## config.mk

```make
export PLATFORM = sky130hd
export DESIGN_NAME = midi_uart_port_with_ack_queue_flat
export DESIGN_NICKNAME = d
export VERILOG_FILES = /design/src/design/mpu_pkg.sv /design/src/design/mpu_ifs.sv /design/src/design/mpu_core.sv /design/src/design/midi_uart_port_with_ack_queue.sv /design/src/flat_wrapper.sv
export SDC_FILE = /design/constraint.sdc
export NUM_CORES = 1
export LEC_CHECK = 0
export ABC_AREA = 1
export BUFFER_PORTS_ARGS = -buffer_cell sky130_fd_sc_hd__buf_2
export CAP_MARGIN = 20
export CORE_ASPECT_RATIO = 1.75
export CORE_MARGIN = 10
export CORE_UTILIZATION = 58
export CTS_CLUSTER_SIZE = 20
export DETAILED_ROUTE_END_ITERATION = 10
export GPL_ROUTABILITY_DRIVEN = 1
export PLACE_DENSITY = 0.84
export SETUP_SLACK_MARGIN = 0.5
export SYNTH_ARGS = -nofsm -noshare
export SYNTH_HDL_FRONTEND = slang
export SYNTH_HIERARCHICAL = 1
export SYNTH_SLANG_ARGS = --single-unit
```

## constraint.sdc

```tcl
create_clock -name clk -period 4.7 [get_ports clk]
set_input_delay 0.235 -clock clk [delete_from_list [all_inputs] [get_ports clk]]
set_output_delay 0.235 -clock clk [all_outputs]
set_load 0.1 [all_outputs]
```

## src/design/mpu_pkg.sv

```systemverilog
// shared types and constants for the midi uart port with ack queue
// no dependencies; imported by mpu_core and the top level
package mpu_pkg;

  localparam int REPLY_DEPTH_DEF = 16;

  localparam logic [7:0] STATUS_IDLE    = 8'h3F;
  localparam logic [7:0] STATUS_NO_DATA = 8'h80;
  localparam logic [7:0] CMD_RESET      = 8'hFF;
  localparam logic [7:0] CMD_UART       = 8'h3F;
  localparam logic [7:0] ACK_BYTE       = 8'hFE;
  localparam logic [7:0] EMPTY_READ     = 8'hFF;

  localparam logic ACC_READ  = 1'b0;
  localparam logic ACC_WRITE = 1'b1;
  localparam logic PORT_DATA = 1'b0;
  localparam logic PORT_CTRL = 1'b1;

  typedef struct packed {
    logic       command;
    logic       port_select;
    logic [7:0] write_data;
  } req_t;

  typedef struct packed {
    logic [7:0] read_data;
    logic       midi_valid;
    logic [7:0] midi_byte;
    logic       synth_reset;
    logic       irq_level;
  } rsp_t;

endpackage

```

## src/design/mpu_ifs.sv

```systemverilog
// valid/ready channel interfaces: bus request, result and config write
// standalone, no package dependency
interface mpu_req_if;
  logic       valid;
  logic       ready;
  logic       command;
  logic       port_select;
  logic [7:0] write_data;
  modport source (output valid, command, port_select, write_data, input ready);
  modport sink   (input valid, command, port_select, write_data, output ready);
endinterface

interface mpu_rsp_if;
  logic       valid;
  logic       ready;
  logic [7:0] read_data;
  logic       midi_valid;
  logic [7:0] midi_byte;
  logic       synth_reset;
  logic       irq_level;
  modport source (output valid, read_data, midi_valid, midi_byte, synth_reset, irq_level,
                  input ready);
  modport sink   (input valid, read_data, midi_valid, midi_byte, synth_reset, irq_level,
                  output ready);
endinterface

interface mpu_cfg_if;
  logic valid;
  logic ready;
  logic irq_enabled;
  modport source (output valid, irq_enabled, input ready);
  modport sink   (input valid, irq_enabled, output ready);
endinterface

```

## src/design/mpu_core.sv

```systemverilog
// command decode, uart mode flag and reply queue occupancy
// depends on mpu_pkg
module mpu_core import mpu_pkg::*; #(
  parameter int REPLY_DEPTH = REPLY_DEPTH_DEF
) (
  input  logic clk,
  input  logic rst_n,
  input  logic fire,
  input  req_t req,
  input  logic irq_enabled,
  output rsp_t rsp
);

  localparam int CW = $clog2(REPLY_DEPTH + 1);
  localparam logic [CW-1:0] FULL_CNT = CW'(REPLY_DEPTH);
  localparam logic [CW-1:0] ONE_CNT  = CW'(1);

  // the queue only ever holds ack bytes, so occupancy alone is its content
  logic [CW-1:0] count_r, count_nxt;
  logic          uart_mode_r, uart_mode_nxt;
  logic          empty, full;

  assign empty = (count_r == '0);
  assign full  = (count_r == FULL_CNT);

  always_comb begin
    count_nxt     = count_r;
    uart_mode_nxt = uart_mode_r;
    rsp           = '0;
    if (req.command == ACC_READ) begin
      if (req.port_select == PORT_CTRL) begin
        rsp.read_data = STATUS_IDLE | (empty ? STATUS_NO_DATA : 8'h00);
      end else if (empty) begin
        rsp.read_data = EMPTY_READ;
      end else begin
        rsp.read_data = ACK_BYTE;
        count_nxt     = count_r - ONE_CNT;
      end
    end else if (req.port_select == PORT_CTRL) begin
      if (req.write_data == CMD_RESET) begin
        // flush then queue the ack
        uart_mode_nxt   = 1'b0;
        count_nxt       = ONE_CNT;
        rsp.synth_reset = 1'b1;
      end else if (req.write_data == CMD_UART) begin
        uart_mode_nxt = 1'b1;
        if (!full) count_nxt = count_r + ONE_CNT;
      end else if (!uart_mode_r && !full) begin
        count_nxt = count_r + ONE_CNT;
      end
    end else begin
      rsp.midi_valid = 1'b1;
      rsp.midi_byte  = req.write_data;
    end
    rsp.irq_level = irq_enabled && (count_nxt != '0);
  end

  always_ff @(posedge clk) begin
    if (!rst_n) begin
      count_r     <= '0;
      uart_mode_r <= 1'b0;
    end else if (fire) begin
      count_r     <= count_nxt;
      uart_mode_r <= uart_mode_nxt;
    end
  end

  a_count_bound: assert property (@(posedge clk) disable iff (!rst_n)
    count_r <= FULL_CNT) else $error("reply queue count above depth");

  a_reset_cmd: assert property (@(posedge clk) disable iff (!rst_n)
    fire && req.command == ACC_WRITE && req.port_select == PORT_CTRL &&
    req.write_data == CMD_RESET |=> count_r == ONE_CNT && !uart_mode_r)
    else $error("reset command did not leave exactly one ack");

  a_empty_read: assert property (@(posedge clk) disable iff (!rst_n)
    fire && req.command == ACC_READ && empty |=> $stable(count_r))
    else $error("read of empty queue changed occupancy");

  a_midi_excl: assert property (@(posedge clk) disable iff (!rst_n)
    fire && rsp.midi_valid |-> rsp.read_data == 8'h00 && !rsp.synth_reset)
    else $error("midi byte emitted alongside read or synth reset");

endmodule

```

## src/design/midi_uart_port_with_ack_queue.sv

```systemverilog
// top level: request register, mpu_core decode, result register, config reg
// depends on mpu_pkg, mpu_ifs (interfaces) and mpu_core
//
//   channel  dir  handshake      payload
//   in_ch    in   valid/ready    command, port_select, write_data
//   out_ch   out  valid/ready    read_data, midi_valid, midi_byte, synth_reset, irq_level
//   cfg_ch   in   valid/ready    irq_enabled (always ready)
//
// one request per cycle while out_ch.ready is high; each passes the request register, then the result register.
// state updates as a request moves from the request register to the result register.
// a stalled result register holds; the request register still takes a request
// in the cycle the result is taken (in_ch.ready follows out_ch.ready).
// synchronous active-low reset: empty queue, intelligent mode, irq enabled.
module midi_uart_port_with_ack_queue import mpu_pkg::*; #(
  parameter int REPLY_DEPTH = REPLY_DEPTH_DEF
) (
  input logic       clk,
  input logic       rst_n,
  mpu_req_if.sink   in_ch,
  mpu_rsp_if.source out_ch,
  mpu_cfg_if.sink   cfg_ch
);

  logic s1_v_r, s1_v_nxt;
  req_t s1_req_r;
  logic out_v_r, out_v_nxt;
  rsp_t out_rsp_r, core_rsp;
  logic irq_en_r;
  logic adv, in_fire;

  assign adv     = s1_v_r && (!out_v_r || out_ch.ready);
  assign in_ch.ready = !s1_v_r || adv;
  assign in_fire = in_ch.valid && in_ch.ready;
  assign cfg_ch.ready = 1'b1;

  assign s1_v_nxt  = in_fire || (s1_v_r && !adv);
  assign out_v_nxt = adv || (out_v_r && !out_ch.ready);

  mpu_core #(.REPLY_DEPTH(REPLY_DEPTH)) u_core (
    .clk         (clk),
    .rst_n       (rst_n),
    .fire        (adv),
    .req         (s1_req_r),
    .irq_enabled (irq_en_r),
    .rsp         (core_rsp)
  );

  always_ff @(posedge clk) begin
    if (!rst_n) begin
      s1_v_r   <= 1'b0;
      out_v_r  <= 1'b0;
      irq_en_r <= 1'b1;
    end else begin
      s1_v_r  <= s1_v_nxt;
      out_v_r <= out_v_nxt;
      if (cfg_ch.valid) irq_en_r <= cfg_ch.irq_enabled;
    end
  end

  always_ff @(posedge clk) begin
    if (in_fire) begin
      s1_req_r.command     <= in_ch.command;
      s1_req_r.port_select <= in_ch.port_select;
      s1_req_r.write_data  <= in_ch.write_data;
    end
    if (adv) out_rsp_r <= core_rsp;
  end

  assign out_ch.valid       = out_v_r;
  assign out_ch.read_data   = out_rsp_r.read_data;
  assign out_ch.midi_valid  = out_rsp_r.midi_valid;
  assign out_ch.midi_byte   = out_rsp_r.midi_byte;
  assign out_ch.synth_reset = out_rsp_r.synth_reset;
  assign out_ch.irq_level   = out_rsp_r.irq_level;

endmodule
```

## src/flat_wrapper.sv

```systemverilog
// flat-port wrapper written by rule: the top's interface ports become plain ports
module midi_uart_port_with_ack_queue_flat import mpu_pkg::*;
#(
  parameter int REPLY_DEPTH = REPLY_DEPTH_DEF
)
  (clk, rst_n, in_ch_valid, in_ch_command, in_ch_port_select, in_ch_write_data, in_ch_ready, out_ch_valid, out_ch_read_data, out_ch_midi_valid, out_ch_midi_byte, out_ch_synth_reset, out_ch_irq_level, out_ch_ready, cfg_ch_valid, cfg_ch_irq_enabled, cfg_ch_ready);
  mpu_req_if in_ch_i ();
  mpu_rsp_if out_ch_i ();
  mpu_cfg_if cfg_ch_i ();
  input logic clk;
  input logic rst_n;
  input wire logic [$bits(in_ch_i.valid)-1:0] in_ch_valid;
  input wire logic [$bits(in_ch_i.command)-1:0] in_ch_command;
  input wire logic [$bits(in_ch_i.port_select)-1:0] in_ch_port_select;
  input wire logic [$bits(in_ch_i.write_data)-1:0] in_ch_write_data;
  output wire logic [$bits(in_ch_i.ready)-1:0] in_ch_ready;
  output wire logic [$bits(out_ch_i.valid)-1:0] out_ch_valid;
  output wire logic [$bits(out_ch_i.read_data)-1:0] out_ch_read_data;
  output wire logic [$bits(out_ch_i.midi_valid)-1:0] out_ch_midi_valid;
  output wire logic [$bits(out_ch_i.midi_byte)-1:0] out_ch_midi_byte;
  output wire logic [$bits(out_ch_i.synth_reset)-1:0] out_ch_synth_reset;
  output wire logic [$bits(out_ch_i.irq_level)-1:0] out_ch_irq_level;
  input wire logic [$bits(out_ch_i.ready)-1:0] out_ch_ready;
  input wire logic [$bits(cfg_ch_i.valid)-1:0] cfg_ch_valid;
  input wire logic [$bits(cfg_ch_i.irq_enabled)-1:0] cfg_ch_irq_enabled;
  output wire logic [$bits(cfg_ch_i.ready)-1:0] cfg_ch_ready;
  assign in_ch_i.valid = in_ch_valid;
  assign in_ch_i.command = in_ch_command;
  assign in_ch_i.port_select = in_ch_port_select;
  assign in_ch_i.write_data = in_ch_write_data;
  assign in_ch_ready = in_ch_i.ready;
  assign out_ch_valid = out_ch_i.valid;
  assign out_ch_read_data = out_ch_i.read_data;
  assign out_ch_midi_valid = out_ch_i.midi_valid;
  assign out_ch_midi_byte = out_ch_i.midi_byte;
  assign out_ch_synth_reset = out_ch_i.synth_reset;
  assign out_ch_irq_level = out_ch_i.irq_level;
  assign out_ch_i.ready = out_ch_ready;
  assign cfg_ch_i.valid = cfg_ch_valid;
  assign cfg_ch_i.irq_enabled = cfg_ch_irq_enabled;
  assign cfg_ch_ready = cfg_ch_i.ready;
  midi_uart_port_with_ack_queue #(.REPLY_DEPTH(REPLY_DEPTH)) u_core (.clk(clk), .rst_n(rst_n), .in_ch(in_ch_i), .out_ch(out_ch_i), .cfg_ch(cfg_ch_i));
endmodule
```

==> results.md <==
* Count of mapped cells out of synthesis at slightly below 200
* Avg Cell Area, Syn at ~9.1 µm²
* Power per Cell Area at approximately 370 nW/µm²
* Maximum number of pins on one net before global-route repair at 24
* Number of enable-type register cells in the synthesized netlist at 29
* Clk_lat worst skew at ~0.29 ns
* Final hold slack at about 0.12 ns
* Crit path arrival time at between 2 and 2.5 ns
* Routed wire length at ~3.3 mm
* # clock sinks at 38
* Row Count at 26
* Launch point of the worst path: u_core/u_core/count_r[0]
* Library cell appearing most often on the critical path: nand2_1
* Starting DRC count in detailed routing at 48
* Setup violations, final at 0
* Flop and latch count out of synthesis at 38
* Number of setup buffers added after CTS at 0
* Total CTS buffers at 5
* Fill cells at between 200 and 250
* Max Cap Violations at 0
* Antenna violations before repair at 0
* Post-route antenna net violation count at 0
* Wire length of the first global-routing pass at roughly 5.4 mm
* Wire length per cell after detailed routing at 12.6 µm
* PnR worst setup slack at ~2.7 ns
* Critical setup path kind: reg -> reg
* Depth of the most critical reg-to-reg path at 12
* Kind of end point of the critical path: register
* Power after layout at about 0.76 mW
* Worst Hold Class: in -> reg
* Initial core utilization at 61.0%
* Worst endpoint required time at ~4.8 ns
* Chip height at 93.4 µm
* Yosys synthesis warning count at 6
* Via count of the first global-routing pass at about 1.3k
* Unrepaired setup endpoints after global routing: false
* Post-synthesis sequential area ratio at 58.8%
* Global-route usage over all layers at between 10% and 20%
* Largest area contributor in the netlist: edfxtp_1
* Library cell used as clock root buffer: clkbuf_8
* Cell with the largest stage delay on the worst path: dfxtp_1
* Worst reg2reg setup slack at between 2 and 3 ns
* Layout cell share with drive strength beyond 1 at 23.4%
* Period Utilization, post-route at a little over two fifths
* Buffers from clock root to sink, at most at 2
* Chain of cells forming the critical path: inv_1 -> ha_1 -> nand3_2 -> nand2_1 -> nand2_2 -> nand2_1 -> nand2_1 -> nand2_1 -> a21oi_1 -> nand3_1 -> nand2_1 -> inv_1
* Net count reported at finish at roughly 250
* Via count at ~1.4k
* Dominant synthesized flop cell: edfxtp_1
* Last weighted congestion value of the routability-driven placer at about 0.85
* Number of buffers inserted by hold repair at cts at 0
* Largest cells by area after synthesis: edfxtp_1, dfxtp_1, nand2_1, inv_1, nor2_1
* Clock transition at the registers of the reported paths at ~0.070 ns
* Capturing instance or port of the critical path: u_core/out_ch.irq_level
* Horiz. Die Dim at between 60 and 70 µm
* Number of detailed-routing iterations run before antenna repair at 4
* Top cells by instance count after synthesis: nand2_1, inv_1, edfxtp_1
* Leakage power summed over all cells at around 1 nW
* Synth-to-layout area growth at 15.8%
* CTS H-Tree Depth at 2
* CP max stage delay at 0.45 ns
* Quantity of gates resized following cts at 0
* Post-route insts no fill at ~260
* Total Die Area at around 5800 µm²
* Highest net fanout along the worst path at 6
* Fin crit period at between 2 and 2.5 ns
* Count of buffers inserted at the top-level ports at 36
* Slew Viols, Final at 0
* Startpoint of the worst register-to-register path: u_core/u_core/count_r[0]
* End of the worst register-to-register path: u_core/out_ch.irq_level
* Cell total after placement at around 250
* Post-synthesis cell type count at 26
* Share of the synthesized area in the top cell type at between 40% and 50%
* Final Hold Fails at 0
* Most frequent cell after synthesis: nand2_1
* TritonCTS clock tree: built
* Placement Setup Slack at 2.45 ns
* Post-DP HPWL at about 2.6 mm
* Grt total ovfl at 0
* Clock skew after layout at a little over 0.005 ns
* Net count after synthesis at 215
* Core Region at around 2900 µm²
* Result of the run: completed
* Type of origin of the critical path: register
* Via density per instance at ~5.4
* Final TNS setup at 0 ns
* Total DRC errors in the routed layout at 0
* Max Clk Rate at roughly 0.5 GHz
* Number of antenna cells inserted at 0
* Post-synthesis cell area at roughly 1800 µm²
* Maximum VDD drop at around 0.3 mV
* Share of synthesized registers carrying an async set or reset at 0%
* Top-Level Pins at 38
-- metal layers --
metal	track usage (%)	part of all wire, %	vias up
met1	10.4	37	635
met4	8.05	3.5	0
met3	4.20	8.0	13
li1	-	-	704
met5	0	0	-
met2	22.6	52	64
-- stage by stage --
step	util [%]	instance area (µm²)
5_1_grt	70.6	2070
6_report	70.6	2070
4_1_cts	70.1	2050
2_1_floorplan	-	1790
3_5_place_dp	66.9	1960
3_3_place_gp	66.9	1960
-- registers in the layout (all words and copies together), names as in the netlist --
name	cells
u_core/out_ch.midi_byte	8
u_core/s1_req_r	10
u_core/out_ch.read_data	8
u_core/s1_v_r	1
u_core/u_core/count_r	5
u_core/irq_en_r	1
u_core/out_ch.valid	1
u_core/u_core/uart_mode_r	1
u_core/out_ch.synth_reset	1
u_core/out_ch.midi_valid	1
u_core/out_ch.irq_level	1
-- cell type report --
type	count	area [µm²]	share of cell area [%]
Sequential cell	38	1050	50.8
Multi-Input combinational cell	120	572	27.6
Timing Repair Buffer	37	195	9.44
Inverter	32	120	5.81
Clock buffer	6	82.6	3.99
Tap cell	28	35.0	1.69
Clock inverter	2	12.5	0.605
-- how the worst min path moves through the flow --
| stage | from | endpoint | cells past startpoint |
|---|---|---|---|
| after floorplan | in_ch_write_data[0] | u_core/s1_req_r[0] | 0 |
| after global placement | in_ch_write_data[3] | u_core/s1_req_r[3] | 1 |
| after detailed placement | in_ch_command | u_core/s1_req_r[9] | 1 |
| after CTS | in_ch_command | u_core/s1_req_r[9] | 1 |
| after global routing | in_ch_write_data[6] | u_core/s1_req_r[6] | 1 |
| final | in_ch_write_data[6] | u_core/s1_req_r[6] | 1 |
-- critical path: cells and delay by family (launching register included) --
kind | cells | cell delay, ns
AND/OR/NAND/NOR | 8 | 0.64
flip-flops | 1 | 0.45
adder cells (fa/ha/maj) | 1 | 0.30
buffers and inverters | 2 | 0.23
AO/OA/AOI/OAI | 1 | 0.18
-- kinds of logic (layout without fill, tap and decap cells) --
kind of cell    after synthesis  count (layout)  share of synthesized area (%)
compound gates               22              22                           6.58
xor+xnor                      1               1                          0.490
buf+inv                      39              77                           9.38
other cells                   1               1                          0.210
fa+ha+maj                     2               2                           1.40
flops                        38              38                           58.8
simple gates                 94              94                           23.1
-- report_power, final --
part | internal, mW | total, mW | switching, mW
Sequential | 0.382 | 0.393 | 0.0109
Clock | 0.118 | 0.223 | 0.105
Combinational | 0.0330 | 0.148 | 0.115
Total | 0.532 | 0.763 | 0.231
-- cell usage in the layout, fill, tap and decap left out, drive strengths merged --
| master | n |
|---|---|
| clkinvlp | 1 |
| nor2 | 26 |
| clkinv | 2 |
| nand4 | 1 |
| nor3 | 1 |
| a211oi | 1 |
| a21oi | 13 |
| nand2 | 44 |
| inv | 31 |
| ha | 2 |
| o22ai | 1 |
| dfxtp | 9 |
| edfxtp | 29 |
| buf | 37 |
| conb | 1 |
| o21ai | 7 |
| or2 | 1 |
| nand3 | 21 |
| clkbuf | 6 |
| xor2 | 1 |
No activity file was read; power rests on OpenSTA's default activity.
